`src/rtl/dsf_pkg.sv`:
```
// dsf_pkg: shared widths, codes and divider interface types for the
// descriptor slot free list; no dependencies
`default_nettype none

package dsf_pkg;

  localparam int unsigned ADDR_W    = 64;
  localparam int unsigned INC_W     = 13;
  localparam int unsigned OUT_IDX_W = 10;
  localparam int unsigned STAT_W    = 2;
  localparam int unsigned CFG_IDX_W = 2;

  localparam logic OP_ALLOC = 1'b0;
  localparam logic OP_FREE  = 1'b1;

  localparam logic [STAT_W-1:0] ST_OK       = 2'd0;
  localparam logic [STAT_W-1:0] ST_EMPTY    = 2'd1;
  localparam logic [STAT_W-1:0] ST_MISMATCH = 2'd2;
  localparam logic [STAT_W-1:0] ST_RANGE    = 2'd3;

  localparam logic [CFG_IDX_W-1:0] CFG_CPU_BASE = 2'd0;
  localparam logic [CFG_IDX_W-1:0] CFG_GPU_BASE = 2'd1;
  localparam logic [CFG_IDX_W-1:0] CFG_INC_SIZE = 2'd2;

  typedef struct packed {
    logic              start;
    logic [ADDR_W-1:0] dividend;
    logic [INC_W-1:0]  divisor;
  } div_req_t;

  typedef struct packed {
    logic              done;
    logic [ADDR_W-1:0] quotient;
  } div_rsp_t;

endpackage

`default_nettype wire

```
`src/rtl/dsf_div.sv`:
```
// dsf_div: iterative restoring divider, 64-bit dividend by 13-bit divisor,
// two quotient bits per cycle; depends on dsf_pkg
`default_nettype none

module dsf_div (
  input  wire logic              clk_i,
  input  wire logic              rst_ni,
  input  wire dsf_pkg::div_req_t req_i,
  output dsf_pkg::div_rsp_t      rsp_o
);

  localparam int unsigned STEPS = 2;
  localparam int unsigned ITER  = dsf_pkg::ADDR_W / STEPS;
  localparam int unsigned ICNT_W = $clog2(ITER);

  logic                        busy_q, busy_d;
  logic                        done_q, done_d;
  logic [ICNT_W-1:0]           cnt_q, cnt_d;
  logic [dsf_pkg::INC_W-1:0]   rem_q, rem_d;
  logic [dsf_pkg::INC_W-1:0]   dvs_q, dvs_d;
  logic [dsf_pkg::ADDR_W-1:0]  quo_q, quo_d;
  logic [dsf_pkg::INC_W-1:0]   step_rem;
  logic [dsf_pkg::ADDR_W-1:0]  step_quo;

  // two dependent restoring steps on a narrow remainder
  always_comb begin
    logic [dsf_pkg::INC_W:0] t;
    step_rem = rem_q;
    step_quo = quo_q;
    for (int k = 0; k < STEPS; k++) begin
      t = {step_rem, step_quo[dsf_pkg::ADDR_W-1]};
      step_quo = {step_quo[dsf_pkg::ADDR_W-2:0], 1'b0};
      if (t >= {1'b0, dvs_q}) begin
        t = t - {1'b0, dvs_q};
        step_quo[0] = 1'b1;
      end
      step_rem = t[dsf_pkg::INC_W-1:0];
    end
  end

  always_comb begin
    busy_d = busy_q;
    done_d = 1'b0;
    cnt_d  = cnt_q;
    rem_d  = rem_q;
    dvs_d  = dvs_q;
    quo_d  = quo_q;
    if (req_i.start) begin
      busy_d = 1'b1;
      cnt_d  = '0;
      rem_d  = '0;
      dvs_d  = req_i.divisor;
      quo_d  = req_i.dividend;
    end else if (busy_q) begin
      rem_d = step_rem;
      quo_d = step_quo;
      cnt_d = cnt_q + 1'b1;
      if (cnt_q == ICNT_W'(ITER - 1)) begin
        busy_d = 1'b0;
        done_d = 1'b1;
      end
    end
  end

  always_ff @(posedge clk_i or negedge rst_ni) begin
    if (!rst_ni) begin
      busy_q <= 1'b0;
      done_q <= 1'b0;
      cnt_q  <= '0;
    end else begin
      busy_q <= busy_d;
      done_q <= done_d;
      cnt_q  <= cnt_d;
    end
  end

  always_ff @(posedge clk_i) begin
    rem_q <= rem_d;
    dvs_q <= dvs_d;
    quo_q <= quo_d;
  end

  assign rsp_o.done     = done_q;
  assign rsp_o.quotient = quo_q;

endmodule

`default_nettype wire

```
`config.mk`:
```
export PLATFORM = sky130hd
export DESIGN_NAME = dsf_div
export DESIGN_NICKNAME = d
export VERILOG_FILES = /design/src/rtl/dsf_pkg.sv /design/src/rtl/dsf_div.sv
export SDC_FILE = /design/constraint.sdc
export NUM_CORES = 1
export LEC_CHECK = 0
export ABC_CLOCK_PERIOD_IN_PS = 4900
export BUFFER_PORTS_ARGS = -buffer_cell sky130_fd_sc_hd__buf_4
export CAP_MARGIN = 20
export CORE_MARGIN = 2
export CORE_UTILIZATION = 48
export CTS_CLUSTER_DIAMETER = 150
export DETAILED_ROUTE_END_ITERATION = 8
export PLACE_DENSITY_LB_ADDON = 0.05
export SLEW_MARGIN = 10
export SYNTH_ARGS = -nofsm -noshare
export SYNTH_HDL_FRONTEND = slang
export SYNTH_SLANG_ARGS = --single-unit
```
`constraint.sdc`:
```
create_clock -name clk_i -period 4.9 [get_ports clk_i]
set_input_delay 0.245 -clock clk_i [delete_from_list [all_inputs] [get_ports clk_i]]
set_output_delay 0.245 -clock clk_i [all_outputs]
set_load 0.005 [all_outputs]
```
==> flow_summary.toml <==
[floorplanning]
die_area_sq_um = 12200
ioPinCount = 145
core_sq_um = 10900
die_x_um = 110
die_h_um = 110
row_count = 38
initial_core_util_pct = 49.6

[clock_tree]
clk_path_buf_depth = 2
clock_latency_ns = 0.34
cts_tree = "built"
numCtsBuffers = 9
clock_sinks = 97
clk_pin_slew_worst_paths_ns = 0.07
htree_num_levels = 3
clockRootBuffer = "clkbuf_16"

[hold_path]
hp-class = "input port to flop"

[yosys]
synth_top_cell_area_share_pct = 42.6
yosysWarnings = 0
synthFlopType = "edfxtp_1"
synth-edff-count = 77
yosys-top-cells-count = "edfxtp_1, mux2_2, nor2_1"
syn_inst = 432
yosysUniqueCellTypes = 65
post_synth.cell_area_avg_sq_um = 12.6
synth-seq-cells = 97
yosysSeqAreaShare_pct = 50.6
synth-async-reset-ratio_pct = 7.22
synth.area.top_cells = "edfxtp_1, mux2_2, ha_1, dfxtp_1, dfrtp_1"
synth_most_common_cell = "edfxtp_1"
synthesis.area_sq_um = 5430
syn-num-nets = 542
synth_area_leader_cell = "edfxtp_1"

[power]
power.density_nw_per_um2 = 536
peakVddDrop_mv = 0.277
power_leakage_uw = 0.00320

[worst_setup_path]
max_stage_delay_ns = 0.52
cp.arrival_ns = 4.83
startpoint_type = "flop"
slowest_stage = "a2111o_2"
path_class = "flop to flop"
crit_path_cell_trace = "inv_2 > ha_4 > inv_2 > fa_2 > a21oi_2 > nand4b_1 > nand3_2 > and2_4 > o41ai_4 > buf_6 > buf_6 > mux2_4 > ha_4 > a21o_1 > nor3_4 > a211oi_2 > o21bai_1 > a31oi_1 > a2111o_2 > buf_6 > mux2_2"
critPathTopFamily = "compound AO/OA/AOI/OAI gates"
cp_data_required_time_ns = 5.00
critPathCaptureType = "flop"
crit_top_cell = "buf_6"
cp_max_fo = 5
worstPathBufferInverterCount = 5

[timing]
max_slew.worst_pin.slew_ns = 0.907
rsz0062_at_grt = "true"
slew_violations = 0
hold_slack_ns = 0.0776
finalClockSkew_ns = 0.00872
hold_violations = 0
period_share_pct = 96.7
max_slew_margin_pct = 39.6
layout_setup_ws_ns = 0.163
setup_viol = 0
tns_ns = 0
fin_crit_ns = 4.74
max_freq_ghz = 0.211

[global_routing]
grt-ovfl-total = 0
first_global_vias = 4057
grt_start_max_net_pins = 71
grt_pass1_wl_mm = 20.2
antenna_found_initial = 0
grt_usage_pct = 21.9

[route]
drc = 0
viasPerCell = 5.46
drt-pass1-iter-count = 4
wl_mm = 13.6
ant_nets = 0
wire_per_inst_um = 18.4
drt-initial-drc-count = 240
vias = 4049

[placed_design]
place_area_sq_um = 6690
place.gp.congestion = 0.908
preCtsSetupSlack_ns = -0.0847
dp_hpwl_mm = 9.72
port_buffers = 144

[flow_run]
drv_cap = 0

[finish]
nets = 706
drive_gt1_share_pct = 48.8
fillers = 857
diodes = 0
design_area_sq_um = 7300
area_delta_synth_final_pct = 34.6

[outcome]
outcome = "completed"
[power by group]
part / internal [uW] / switching, uW / leakage [uW] / total [uW]
logic: 1130 / 1010 / 0.00207 / 2140
clock network: 348 / 317 / 0.000127 / 665
registers: 1030 / 83.8 / 0.00100 / 1110
total: 2510 / 1410 / 0.00320 / 3920
[logic make-up (layout without fill, tap and decap cells)]
logic type,Yosys count,in the layout,synth area share [%]
AOI/OAI and AO/OA,70,70,10.2
adders and majority gates,30,30,7.20
xor gates and xnor gates,21,21,3.39
muxes,81,81,16.6
and+or+nand+nor,87,87,8.33
DFF,97,97,50.6
buffers and inverters,46,215,3.62
[final timing paths]
| kind | from | endpoint | slack [ns] | cells past startpoint |
|---|---|---|---|---|
| max | quo_q[63]$_DFFE_PP_ | quo_q[0]$_DFFE_PP_ | 0.16 | 21 |
| min | req_i[10] | dvs_q[10]$_DFFE_PP_ | 0.08 | 1 |
| max reg2reg | quo_q[63]$_DFFE_PP_ | quo_q[0]$_DFFE_PP_ | 0.16 | 21 |
| min reg2reg | rem_q[9]$_SDFFE_PP0P_ | rem_q[9]$_SDFFE_PP0P_ | 0.51 | 2 |
| max in group asynchronous | rst_ni | cnt_q[3]$_DFFE_PN0P_ | 4.51 | 2 |
| min in group asynchronous | rst_ni | cnt_q[4]$_DFFE_PN0P_ | 0.27 | 2 |
[sequential cells by signal, summed over array words and instances (netlist names)]
register	count
quo_q	64
cnt_q	5
busy_q	1
rem_q	13
done_q	1
dvs_q	13
[placed cells by master (no fill, tap or decap), types with 4 or more instances in the layout]
master,count
o21ai_0,6
inv_1,25
xor2_1,9
nand3_1,4
buf_4,163
mux2i_1,8
dfrtp_1,7
dfxtp_1,13
clkbuf_16,11
a31oi_1,5
mux2_4,6
a21oi_1,11
a211oi_1,6
xnor2_1,12
edfxtp_1,77
nor3_1,6
o21a_1,4
ha_4,7
nor2_1,34
nand2_1,10
a21o_1,9
nand4_1,6
mux2_2,67
ha_1,20
[what timing repair did]
action / CTS / global route
setup endpoints to repair: 11 / 14
pin swaps: 2 / 13
gates resized for setup: 6 / 28
hold endpoints to repair: 7 / 0
hold buffers: 1 / 0
gates cloned: 0 / 2
buffers inserted: 2 / 10
[routing by layer]
layer	wire (um)	part of all wire, %	global-route usage [%]	vias up
li1	-	-	-	1959
met1	5570	41	26.1	1959
met2	6820	50	36.6	115
met3	1030	7.6	8.23	16
met4	190	1.4	7.32	0
met5	0	0	0	-
[cell type report]
cell class                      instances  area (sq um)  area share [%]
Sequential cell                        97          2750            37.6
Multi-Input combinational cell        289          2640            36.2
Timing Repair Buffer                  171          1350            18.5
Clock buffer                            9           225            3.08
Tap cell                              140           175            2.40
Inverter                               28           105            1.44
Clock inverter                          7          52.6           0.720
[through the flow]
stage	std cells	utilization (%)	power [uW]
5_1_grt	741	66.8	4120
3_5_place_dp	710	61.2	2840
4_1_cts	729	64.3	3570
6_report	741	66.8	3920
3_3_place_gp	710	61.2	2800
2_1_floorplan	432	-	2340
(Power assumes the default switching activity.)
